==> src/design/nalsp_pkg.sv <==
// Package for the Annex B NAL splitter: shared types and constants.
// Used by the front, the command queue, the back and the top level.
package nalsp_pkg;

    localparam logic [7:0] START_BYTE        = 8'h01;
    localparam logic [7:0] ZERO_BYTE         = 8'h00;
    localparam logic [1:0] ZERO_RUN_MAX      = 2'd3;
    localparam logic [1:0] ZERO_RUN_CODE     = 2'd2;
    localparam logic [2:0] PREFIX_LEN_SHORT  = 3'd3;
    localparam logic [2:0] PREFIX_LEN_LONG   = 3'd4;
    localparam logic [2:0] PREFIX_LEN_NONE   = 3'd0;

    // One command per transfer that releases bytes: optional held byte,
    // a run of held zeros, optional current byte, in stream order.
    typedef struct packed {
        logic [7:0] held_byte;
        logic [7:0] new_byte;
        logic       use_held;
        logic       use_new;
        logic [1:0] last_idx;
        logic       mark_last;
        logic       frame_end;
        logic       first;
        logic [2:0] prefix_len;
    } cmd_t;

endpackage

==> src/design/nalsp_front.sv <==
// Front of the NAL splitter: accepts stream bytes, tracks start codes and
// held bytes, and issues one release command per transfer. Uses nalsp_pkg.
module nalsp_front
(
    input  logic                clk,
    input  logic                rst_n,
    input  logic                accept,
    input  logic [7:0]          data_byte,
    input  logic                frame_last,
    output logic                cmd_push,
    output nalsp_pkg::cmd_t     cmd
);
    import nalsp_pkg::*;

    logic       has_reg, has_next;
    logic [7:0] held_reg, held_next;
    logic [1:0] zr_reg, zr_next;
    logic       ins_reg, ins_next;
    logic       mark_reg, mark_next;
    logic [2:0] psl_reg, psl_next;

    logic       is_start;
    logic       is_zero;
    logic       use_held;
    logic       use_new;
    logic       mark_last;
    logic [1:0] nz;
    logic [2:0] count;

    assign is_start = (data_byte == START_BYTE) && (zr_reg >= ZERO_RUN_CODE);
    assign is_zero  = (data_byte == ZERO_BYTE);

    // Classify the byte: which held bytes and which current byte go out.
    always_comb
    begin
        use_held  = 1'b0;
        use_new   = 1'b0;
        nz        = 2'd0;
        mark_last = 1'b0;
        if (is_start)
        begin
            use_held  = ins_reg && has_reg;
            mark_last = 1'b1;
        end
        else if (is_zero)
        begin
            if (ins_reg)
            begin
                if (zr_reg >= ZERO_RUN_CODE)
                begin
                    use_held  = has_reg;
                    mark_last = 1'b1;
                end
                else if (frame_last)
                begin
                    use_held  = has_reg;
                    nz        = zr_reg + 2'd1;
                    mark_last = 1'b1;
                end
            end
        end
        else if (ins_reg)
        begin
            use_held  = has_reg;
            nz        = zr_reg;
            use_new   = frame_last;
            mark_last = frame_last;
        end
    end

    assign count    = {2'b00, use_held} + {1'b0, nz} + {2'b00, use_new};
    assign cmd_push = accept && (count != 3'd0);

    always_comb
    begin
        cmd            = '0;
        cmd.held_byte  = held_reg;
        cmd.new_byte   = data_byte;
        cmd.use_held   = use_held;
        cmd.use_new    = use_new;
        cmd.last_idx   = 2'(count - 3'd1);
        cmd.mark_last  = mark_last;
        cmd.frame_end  = frame_last;
        cmd.first      = mark_reg;
        cmd.prefix_len = psl_reg;
    end

    always_comb
    begin
        has_next  = has_reg;
        held_next = held_reg;
        zr_next   = zr_reg;
        ins_next  = ins_reg;
        psl_next  = psl_reg;
        mark_next = (count != 3'd0) ? 1'b0 : mark_reg;
        if (is_start)
        begin
            psl_next  = (zr_reg == ZERO_RUN_MAX) ? PREFIX_LEN_LONG : PREFIX_LEN_SHORT;
            ins_next  = 1'b1;
            mark_next = 1'b1;
            has_next  = 1'b0;
            zr_next   = 2'd0;
        end
        else if (is_zero)
        begin
            if (ins_reg)
            begin
                if (zr_reg >= ZERO_RUN_CODE)
                begin
                    ins_next  = 1'b0;
                    mark_next = 1'b0;
                    has_next  = 1'b0;
                    zr_next   = ZERO_RUN_MAX;
                end
                else
                begin
                    zr_next = zr_reg + 2'd1;
                end
            end
            else if (zr_reg != ZERO_RUN_MAX)
            begin
                zr_next = zr_reg + 2'd1;
            end
        end
        else
        begin
            if (ins_reg)
            begin
                has_next  = 1'b1;
                held_next = data_byte;
            end
            zr_next = 2'd0;
        end
        // Clear on frame end
        if (frame_last)
        begin
            has_next  = 1'b0;
            zr_next   = 2'd0;
            ins_next  = 1'b0;
            mark_next = 1'b0;
            psl_next  = PREFIX_LEN_NONE;
        end
    end

    always_ff @(posedge clk or negedge rst_n)
    begin
        if (!rst_n)
        begin
            has_reg  <= 1'b0;
            zr_reg   <= 2'd0;
            ins_reg  <= 1'b0;
            mark_reg <= 1'b0;
            psl_reg  <= PREFIX_LEN_NONE;
        end
        else if (accept)
        begin
            has_reg  <= has_next;
            zr_reg   <= zr_next;
            ins_reg  <= ins_next;
            mark_reg <= mark_next;
            psl_reg  <= psl_next;
        end
    end

    always_ff @(posedge clk)
    begin
        if (accept)
        begin
            held_reg <= held_next;
        end
    end

endmodule

==> src/design/nalsp_queue.sv <==
// Command queue between front and back of the NAL splitter.
// Small register FIFO of nalsp_pkg::cmd_t entries.
module nalsp_queue
#(
    parameter int DEPTH = 4
)
(
    input  logic                clk,
    input  logic                rst_n,
    input  logic                push,
    input  nalsp_pkg::cmd_t     wr_data,
    input  logic                pop,
    output nalsp_pkg::cmd_t     rd_data,
    output logic                full,
    output logic                not_empty
);
    import nalsp_pkg::*;

    localparam int AW = (DEPTH > 1) ? $clog2(DEPTH) : 1;
    localparam int CW = $clog2(DEPTH + 1);

    cmd_t          entry_reg [DEPTH];
    logic [AW-1:0] wr_ptr_reg, wr_ptr_next;
    logic [AW-1:0] rd_ptr_reg, rd_ptr_next;
    logic [CW-1:0] count_reg, count_next;
    logic          do_push;
    logic          do_pop;

    assign full      = (count_reg == CW'(DEPTH));
    assign not_empty = (count_reg != '0);
    assign do_push   = push && !full;
    assign do_pop    = pop && not_empty;
    assign rd_data   = entry_reg[rd_ptr_reg];

    always_comb
    begin
        wr_ptr_next = wr_ptr_reg;
        rd_ptr_next = rd_ptr_reg;
        count_next  = count_reg;
        if (do_push)
        begin
            wr_ptr_next = (wr_ptr_reg == AW'(DEPTH - 1)) ? '0 : wr_ptr_reg + 1'b1;
        end
        if (do_pop)
        begin
            rd_ptr_next = (rd_ptr_reg == AW'(DEPTH - 1)) ? '0 : rd_ptr_reg + 1'b1;
        end
        if (do_push && !do_pop)
        begin
            count_next = count_reg + 1'b1;
        end
        else if (do_pop && !do_push)
        begin
            count_next = count_reg - 1'b1;
        end
    end

    always_ff @(posedge clk or negedge rst_n)
    begin
        if (!rst_n)
        begin
            wr_ptr_reg <= '0;
            rd_ptr_reg <= '0;
            count_reg  <= '0;
        end
        else
        begin
            wr_ptr_reg <= wr_ptr_next;
            rd_ptr_reg <= rd_ptr_next;
            count_reg  <= count_next;
        end
    end

    always_ff @(posedge clk)
    begin
        if (do_push)
        begin
            entry_reg[wr_ptr_reg] <= wr_data;
        end
    end

endmodule

==> src/design/nalsp_back.sv <==
// Back of the NAL splitter: expands each release command into NAL bytes,
// one per cycle while nal_stall is low, into the output register. Uses nalsp_pkg.
module nalsp_back
(
    input  logic                clk,
    input  logic                rst_n,
    input  logic                cmd_valid,
    input  nalsp_pkg::cmd_t     cmd,
    output logic                cmd_pop,
    input  logic                nal_stall,
    output logic                nal_valid,
    output logic [7:0]          nal_byte,
    output logic                nal_first,
    output logic                nal_last,
    output logic [5:0]          nal_kind,
    output logic [2:0]          prefix_len,
    output logic                frame_end
);
    import nalsp_pkg::*;

    logic [1:0] idx_reg, idx_next;
    logic       valid_reg, valid_next;
    logic [7:0] byte_reg;
    logic       first_reg;
    logic       last_reg;
    logic [5:0] kind_reg;
    logic [2:0] len_reg;
    logic       fend_reg;

    logic       load;
    logic       at_end;
    logic       at_first;
    logic [7:0] beat_byte;

    assign load     = cmd_valid && (!valid_reg || !nal_stall);
    assign at_end   = (idx_reg == cmd.last_idx);
    assign at_first = (idx_reg == 2'd0);
    assign cmd_pop  = load && at_end;

    always_comb
    begin
        if (at_first && cmd.use_held)
        begin
            beat_byte = cmd.held_byte;
        end
        else if (at_end && cmd.use_new)
        begin
            beat_byte = cmd.new_byte;
        end
        else
        begin
            beat_byte = ZERO_BYTE;
        end
    end

    always_comb
    begin
        idx_next   = idx_reg;
        valid_next = valid_reg;
        if (load)
        begin
            idx_next   = at_end ? 2'd0 : idx_reg + 2'd1;
            valid_next = 1'b1;
        end
        else if (!nal_stall)
        begin
            valid_next = 1'b0;
        end
    end

    always_ff @(posedge clk or negedge rst_n)
    begin
        if (!rst_n)
        begin
            idx_reg   <= 2'd0;
            valid_reg <= 1'b0;
        end
        else
        begin
            idx_reg   <= idx_next;
            valid_reg <= valid_next;
        end
    end

    always_ff @(posedge clk)
    begin
        if (load)
        begin
            byte_reg  <= beat_byte;
            first_reg <= at_first && cmd.first;
            last_reg  <= at_end && cmd.mark_last;
            fend_reg  <= at_end && cmd.frame_end;
            kind_reg  <= (at_first && cmd.first) ? beat_byte[6:1] : 6'd0;
            len_reg   <= (at_first && cmd.first) ? cmd.prefix_len : PREFIX_LEN_NONE;
        end
    end

    assign nal_valid  = valid_reg;
    assign nal_byte   = byte_reg;
    assign nal_first  = first_reg;
    assign nal_last   = last_reg;
    assign nal_kind   = kind_reg;
    assign prefix_len = len_reg;
    assign frame_end  = fend_reg;

endmodule

==> src/design/annexb_nal_splitter.sv <==
// Top level of the Annex B NAL splitter: front, command queue and back.
// Depends on nalsp_pkg, nalsp_front, nalsp_queue and nalsp_back.
//
//   channel | handshake               | payload
//   --------+-------------------------+-------------------------------------
//   input   | byte_valid, byte_stall  | data_byte, frame_last
//   output  | nal_valid, nal_stall    | nal_byte, nal_first, nal_last,
//           |                         | nal_kind, prefix_len, frame_end
//
// One input byte is taken per cycle while the command queue has room.
// A byte that releases held bytes queues one command; the back turns it
// into one to four output bytes at one byte per cycle while nal_stall is low.
// Commands are registered in the queue, and output bytes in the output register.
// Reset is asynchronous, active low, and clears all control state.
// byte_stall rises when the queue is full; nal_stall holds the output register.
module annexb_nal_splitter
#(
    parameter int QUEUE_DEPTH = 4
)
(
    input  logic        clk,
    input  logic        rst_n,
    input  logic        byte_valid,
    output logic        byte_stall,
    input  logic [7:0]  data_byte,
    input  logic        frame_last,
    output logic        nal_valid,
    input  logic        nal_stall,
    output logic [7:0]  nal_byte,
    output logic        nal_first,
    output logic        nal_last,
    output logic [5:0]  nal_kind,
    output logic [2:0]  prefix_len,
    output logic        frame_end
);
    import nalsp_pkg::*;

    logic  accept;
    logic  cmd_push;
    logic  cmd_pop;
    logic  q_full;
    logic  q_not_empty;
    cmd_t  cmd_in;
    cmd_t  cmd_out;

    assign byte_stall = q_full;
    assign accept     = byte_valid && !byte_stall;

    nalsp_front u_front
    (
        .clk        (clk),
        .rst_n      (rst_n),
        .accept     (accept),
        .data_byte  (data_byte),
        .frame_last (frame_last),
        .cmd_push   (cmd_push),
        .cmd        (cmd_in)
    );

    nalsp_queue
    #(
        .DEPTH (QUEUE_DEPTH)
    )
    u_queue
    (
        .clk       (clk),
        .rst_n     (rst_n),
        .push      (cmd_push),
        .wr_data   (cmd_in),
        .pop       (cmd_pop),
        .rd_data   (cmd_out),
        .full      (q_full),
        .not_empty (q_not_empty)
    );

    nalsp_back u_back
    (
        .clk        (clk),
        .rst_n      (rst_n),
        .cmd_valid  (q_not_empty),
        .cmd        (cmd_out),
        .cmd_pop    (cmd_pop),
        .nal_stall  (nal_stall),
        .nal_valid  (nal_valid),
        .nal_byte   (nal_byte),
        .nal_first  (nal_first),
        .nal_last   (nal_last),
        .nal_kind   (nal_kind),
        .prefix_len (prefix_len),
        .frame_end  (frame_end)
    );

endmodule

==> config.mk <==
export PLATFORM = sky130hd
export DESIGN_NAME = annexb_nal_splitter
export DESIGN_NICKNAME = d
export VERILOG_FILES = /design/src/design/nalsp_pkg.sv /design/src/design/nalsp_front.sv /design/src/design/nalsp_queue.sv /design/src/design/nalsp_back.sv /design/src/design/annexb_nal_splitter.sv
export SDC_FILE = /design/constraint.sdc
export NUM_CORES = 1
export LEC_CHECK = 0
export ABC_AREA = 1
export BUFFER_PORTS_ARGS = -buffer_cell sky130_fd_sc_hd__buf_2
export CORE_ASPECT_RATIO = 0.6
export CORE_MARGIN = 4
export CORE_UTILIZATION = 45
export DETAILED_ROUTE_END_ITERATION = 6
export PLACE_DENSITY_LB_ADDON = 0.2
export SYNTH_ARGS = -nofsm -noshare
export SYNTH_HDL_FRONTEND = slang
export SYNTH_SLANG_ARGS = --single-unit
==> constraint.sdc <==
create_clock -name clk -period 8.1 [get_ports clk]
set_clock_uncertainty 0.05 [all_clocks]
set_input_delay 0.81 -clock clk [delete_from_list [all_inputs] [get_ports clk]]
set_output_delay 0.81 -clock clk [all_outputs]
set_load 0.05 [all_outputs]
# Yosys cells after proc, flatten, opt, wreduce, memory -nomap -nowiden
# Memories as Yosys holds them, arrays and structs flattened.
# Cells that the tools add are included.
[classes]
n_addsub = 9
n_lt_le_gt_ge = 1
eq_ne = 10
n_mux = 57
bitwise = 2
reduce_logical = 34
[ops]
columns = ["operator", "n"]
rows = [
  ["1-bit two-way mux", 35],
  ["2-bit two-way mux", 15],
  ["8-bit two-way mux", 2],
  ["1-bit logical AND", 15],
  ["3-bit two-way mux", 5],
  ["3-bit nonzero test", 4],
  ["2-bit by 1-bit adder with 2-bit output, second input constant", 4],
  ["8-bit by 1-bit == test with 1-bit output, second input constant", 1],
  ["8-bit logical NOT", 1],
  ["2-bit == test, second input constant", 3],
  ["2-bit AND reduction", 3],
  ["1-bit logical NOT", 5],
  ["5-bit by 3-bit != test with 1-bit output, second input constant", 1],
  ["4-bit by 3-bit != test with 1-bit output, second input constant", 1],
  ["4-bit AND reduction", 1],
  ["2-bit nonzero test", 2],
  ["1-bit by 2-bit adder with 3-bit output", 1],
  ["3-bit by 1-bit adder with 3-bit output", 1],
  ["3-bit by 1-bit adder with 3-bit output, second input constant", 1],
  ["3-bit == test, second input constant", 1],
  ["3-bit AND reduction", 1],
  ["3-bit by 1-bit subtractor with 3-bit output, second input constant", 1],
  ["2-bit == test", 1],
  ["2-bit >= comparator, second input constant", 1],
  ["other kinds (6)", 7],
]
[totals]
reg_bits = 46
ramBits = 104
inputBits = 13
out_inout_bits = 22
word_cells = 131
mem_count = 1
[memory_table]
columns = ["name", "words", "word_bits", "rd", "rd_clocked_by_memory_dff", "wr", "line_no", "source"]
rows = [
  ["u_queue.entry_reg", 4, 26, 1, 0, 1, "nalsp_queue.sv:22", "cmd_t entry_reg [DEPTH];"],
]

# Depth between registers and ports, before layout
[depth]
depth_word = 15
depth_mapped = 22
ltp_nobuf = 22

# By module
# From an unflattened synthesis, not the netlist that was laid out.
[hier_totals]
hier_cells = 589
hier_area_um2 = 6791.5
[by_module_without_submodules]
columns = ["module", "n_inst", "cells_per_inst", "area_per_inst_um2", "seq_area_each_um2"]
rows = [
  ["nalsp_queue", 1, 363, 4699.5, 3298.2],
  ["nalsp_front", 1, 124, 1052.3, 415.4],
  ["nalsp_back", 1, 100, 1029.7, 675.6],
  ["annexb_nal_splitter", 1, 2, 10.0, 0.0],
]

# Least setup slack after synthesis
# OpenSTA, ideal clock, no wires.
[synth_timing]
path_kind = "input to register"
start = "in data_byte[1]"
end = "mem u_queue.entry_reg[0][10] (netlist name), enable pin"
setup_ps = 407
t_arrival_ps = 3584
required_time_ps = 7643
setup_slack_ps = 4060
cell_stages = 12
path_buffers = 0
path_cell_list = "nor3_1 nand2_1 nor2_1 nor2_1 nand2_1 nor2_1 a21oi_1 fa_1 ha_1 nand2_1 nand2_1 nor2_1"
[synth_via]
elab_chain_cells = 10
word_cells_on_any_way = 16
cone_classes = "add/sub: 2; eq/ne: 1; mux: 8; reduce/logical: 5"
[synth_lines]
columns = ["item", "line_no", "source"]
rows = [
  ["start: declaration", "annexb_nal_splitter.sv:25", "input logic [7:0] data_byte,"],
  ["8-bit logical NOT or 8-bit by 1-bit == test with 1-bit output (tied branches)", "nalsp_front.sv:31, nalsp_front.sv:30", ""],
  ["1-bit two-way mux (tied with other cells)", "nalsp_front.sv:45", "else if (is_zero)"],
  ["1-bit two-way mux or 2-bit two-way mux (tied branches)", "nalsp_front.sv:40", "if (is_start)"],
  ["1-bit by 2-bit adder with 3-bit output", "nalsp_front.sv:71", "assign count = {2'b00, use_held} + {1'b0, nz} + {2'b00, use_new};"],
  ["3-bit by 1-bit adder with 3-bit output (*)", "nalsp_front.sv:71", ""],
  ["3-bit nonzero test (*)", "nalsp_front.sv:72", "assign cmd_push = accept && (count != 3'd0);"],
  ["1-bit logical AND (*)", "nalsp_front.sv:72", ""],
  ["1-bit logical AND (*)", "nalsp_queue.sv:31", "assign do_push = push && !full;"],
  ["1-bit two-way mux (*)", "nalsp_queue.sv:76", "if (do_push)"],
  ["1-bit two-way mux (implied by the code) (*)", "nalsp_queue.sv:78", "entry_reg[wr_ptr_reg] <= wr_data;"],
  ["end: declaration", "nalsp_queue.sv:22", ""],
]
# Mark *: on every way between the ends. The rest lies on a longest branch, timed or not.

==> results.md <==
* Number of enable flip-flop cells after synthesis at between 100 and 150
* Clock latency on the worst-skew pair at a little over 400 ps
* Leading area contributor after synthesis: edfxtp_1
* Outcome: finished clean
* DR pass1 iterations at 5
* Crit start category: flip-flop
* Mapped Avg Cell Area at 11.9 um2
* Die area at about 16,000 um2
* CTS tree: done
* Share of the synthesized area in the top cell type at between 60% and 70%
* Cells after synthesis at between 500 and 600
* Rel. slew slack at 34.9%
* Switch share at a little under two fifths
* Max Root-Sink Buffers at 2
* Detailed placement HPWL at around 8200 um
* CP Max Fanout at 6
* Max Fclk at 245 MHz
* Post-Syn Area at between 6000 and 7000 um2
* Final Wtd Congestion at 0.860
* Worst Path Arrival at ~4300 ps
* Ant diodes at 0
* RSZ-0062 raised after global routing: false
* Int Pwr at ~1.6 mW
* Synth Flop Type: edfxtp_1
* Vias in the first global route at about 3,600
* Share of cells above drive strength 1 at 17.0%
* Count leader, synth: edfxtp_1
* Core area at approximately 13,000 um2
* Synth warn at 0
* Hold Buf Count CTS at 0
* Top cells by area, synth: edfxtp_1, dfrtp_1, nor2_1
* Setup TNS after final layout at 0 ps
* Net switching power at 0.997 mW
* Antenna viol nets, final at 0
* Worst-Margin Slew at between 900 and 1000 ps
* Synth-to-Final Area Change at 14.2%
* VDD IR max at 0.159 mV
* Post-synth ARST share at 11.8%
* Detailed-route wire length per cell at 18.2 um
* Final worst path period share at between 50% and 60%
* Die width at ~160 um
* Power Density at 369 nW/um2
* Gate power share at approximately a third
* Root buf cell: clkbuf_16
* H-tree Lvls at 4
* Pin count of the biggest net entering global routing at 55
* Overflow after GRT at 0
* Clock group share of total power at between 20 and 30%
* Post-synth top cells: edfxtp_1, nor2_1, nand2_1
* Die H at between 90 and 100 um
* Critical Path RT at between 8000 and 9000 ps
* Max-cap violations at 0
* Reg power frac at between 30% and 40%
* Post-cts resize count at 0
* Setup Buffers After CTS at 0
* CTS clk-pin slew, worst paths at 60 ps
* First-pass GRT wire length at ~21,000 um
* Clk sinks at roughly 140
* Initial antenna violation count at 0
* Max Slew Vio Count at 0
* Starting Density at roughly 47%
* Synthesized Nets at roughly 540
* I/O pin cnt at 35
* Critical path class: flip-flop to flip-flop
* Final hold viol count at 0
* TritonCTS buffer count at 17
* Drt total wl at about 13,000 um
* Crit. End Element: flip-flop
* Yosys reg bits at roughly 140
* Vias per cell at ~5.3
* Unique masters post-synth at 33
* Largest register FFs at 100
* Seq/Total Area, Yosys at between 60 and 70%
* Lkg Pwr at 2.69 nW
* Layout net count at a little under 600
* I/O Buffers at 34
* Initial DRC Count at approximately 420
* WHS at roughly 270 ps
* Fin crit period at ~4100 ps
* Final setup vio count at 0
* Number of remaining DRC errors at 0
* Min-Delay Path Class: primary input to asynchronous set/reset pin
* # rows at 32
* Total Routing Usage GR at 17.4%
* Routed via count at between 3,000 and 4,000
==> kinds of logic after synthesis <==
group           share of synthesized area (%)
xor+xnor                                0.285
compound gates                           8.49
fa+ha+maj                                3.29
flops                                    68.8
buf+inv                                  4.98
simple gates                             14.1
==> power groups by stage <==
stage | Sequential, mW | Clock [mW] | Combinational, mW
final | 0.935 | 0.771 | 0.891
after global routing | 0.945 | 0.813 | 0.975
after CTS | 0.937 | 0.776 | 0.892
after detailed placement | 0.952 | 0 | 0.887
after global placement | 0.950 | 0 | 0.875
after floorplan | 1.13 | 0 | 0.531
==> layout by cell type, fill, tap and decap left out, drive strengths merged, types with 13 or more instances in the layout <==
cell	instances
inv	46
clkbuf	19
ha	13
edfxtp	127
buf	38
nor2	91
nand3	23
dfrtp	17
a21oi	16
o21ai	60
nand2	78
==> worst max-delay path, stage by stage, from the launching register on <==
cell	delay (ps)
dfrtp_1	370
inv_1	130
ha_1	220
nor2_1	200
nor2_1	140
nor2_1	110
nand2_1	100
nor2_1	250
inv_1	100
fa_1	420
inv_1	80
ha_1	120
inv_1	40
ha_1	170
nand2_1	80
nand2_1	200
inv_1	200
ha_1	170
inv_1	70
fa_1	370
a21oi_1	140
o21ai_0	120
xnor2_1	130
==> path summary, 6_finish.rpt <==
path,slack [ps],from,endpoint,cells after the start
worst min-delay path,270,rst_n,u_queue.rd_ptr_reg[0]$_DFFE_PN0P_,1
min in group clk,440,u_front.has_reg$_DFFE_PN0P_,u_front.has_reg$_DFFE_PN0P_,2
worst max-delay path,4010,u_front.zr_reg[0]$_DFFE_PN0P_,u_queue.count_reg[2]$_DFFE_PN0P_,22
worst max register to register,4010,u_front.zr_reg[0]$_DFFE_PN0P_,u_queue.count_reg[2]$_DFFE_PN0P_,22
max in group asynchronous,7420,rst_n,u_front.zr_reg[0]$_DFFE_PN0P_,1
worst min register to register,440,u_front.has_reg$_DFFE_PN0P_,u_front.has_reg$_DFFE_PN0P_,2
==> layout make-up <==
class	instances	area (um2)
clock buffer	19	433
clock inverter	13	144
timing repair buffer	38	200
sequential	144	4240
tap	170	213
fill	1068	6060
multi-input combinational	307	1630
inverter	45	174
==> through the flow <==
stage / util (%) / instances / area [um2] / setup slack, ps / power [mW]
CTS: 53.7 / 736 / 7030 / 4030 / 2.60
global placement: 49.3 / 704 / 6460 / 3900 / 1.83
finish: 53.7 / 736 / 7030 / 4010 / 2.60
global route: 53.7 / 736 / 7030 / 3570 / 2.73
floorplan: - / 516 / 6160 / 4060 / 1.66
detailed placement: 49.3 / 704 / 6460 / 3760 / 1.84
==> routing by layer <==
metal	global-route usage, %	vias to the layer above	routed length, um	part of all wire, %
met1	27.9	1855	6860	51
met5	0	-	0	0
li1	-	1859	-	-
met4	5.53	0	107	0.80
met2	23.3	152	5440	41
met3	3.64	11	1000	7.5
Power figures use the tool's default switching activity.
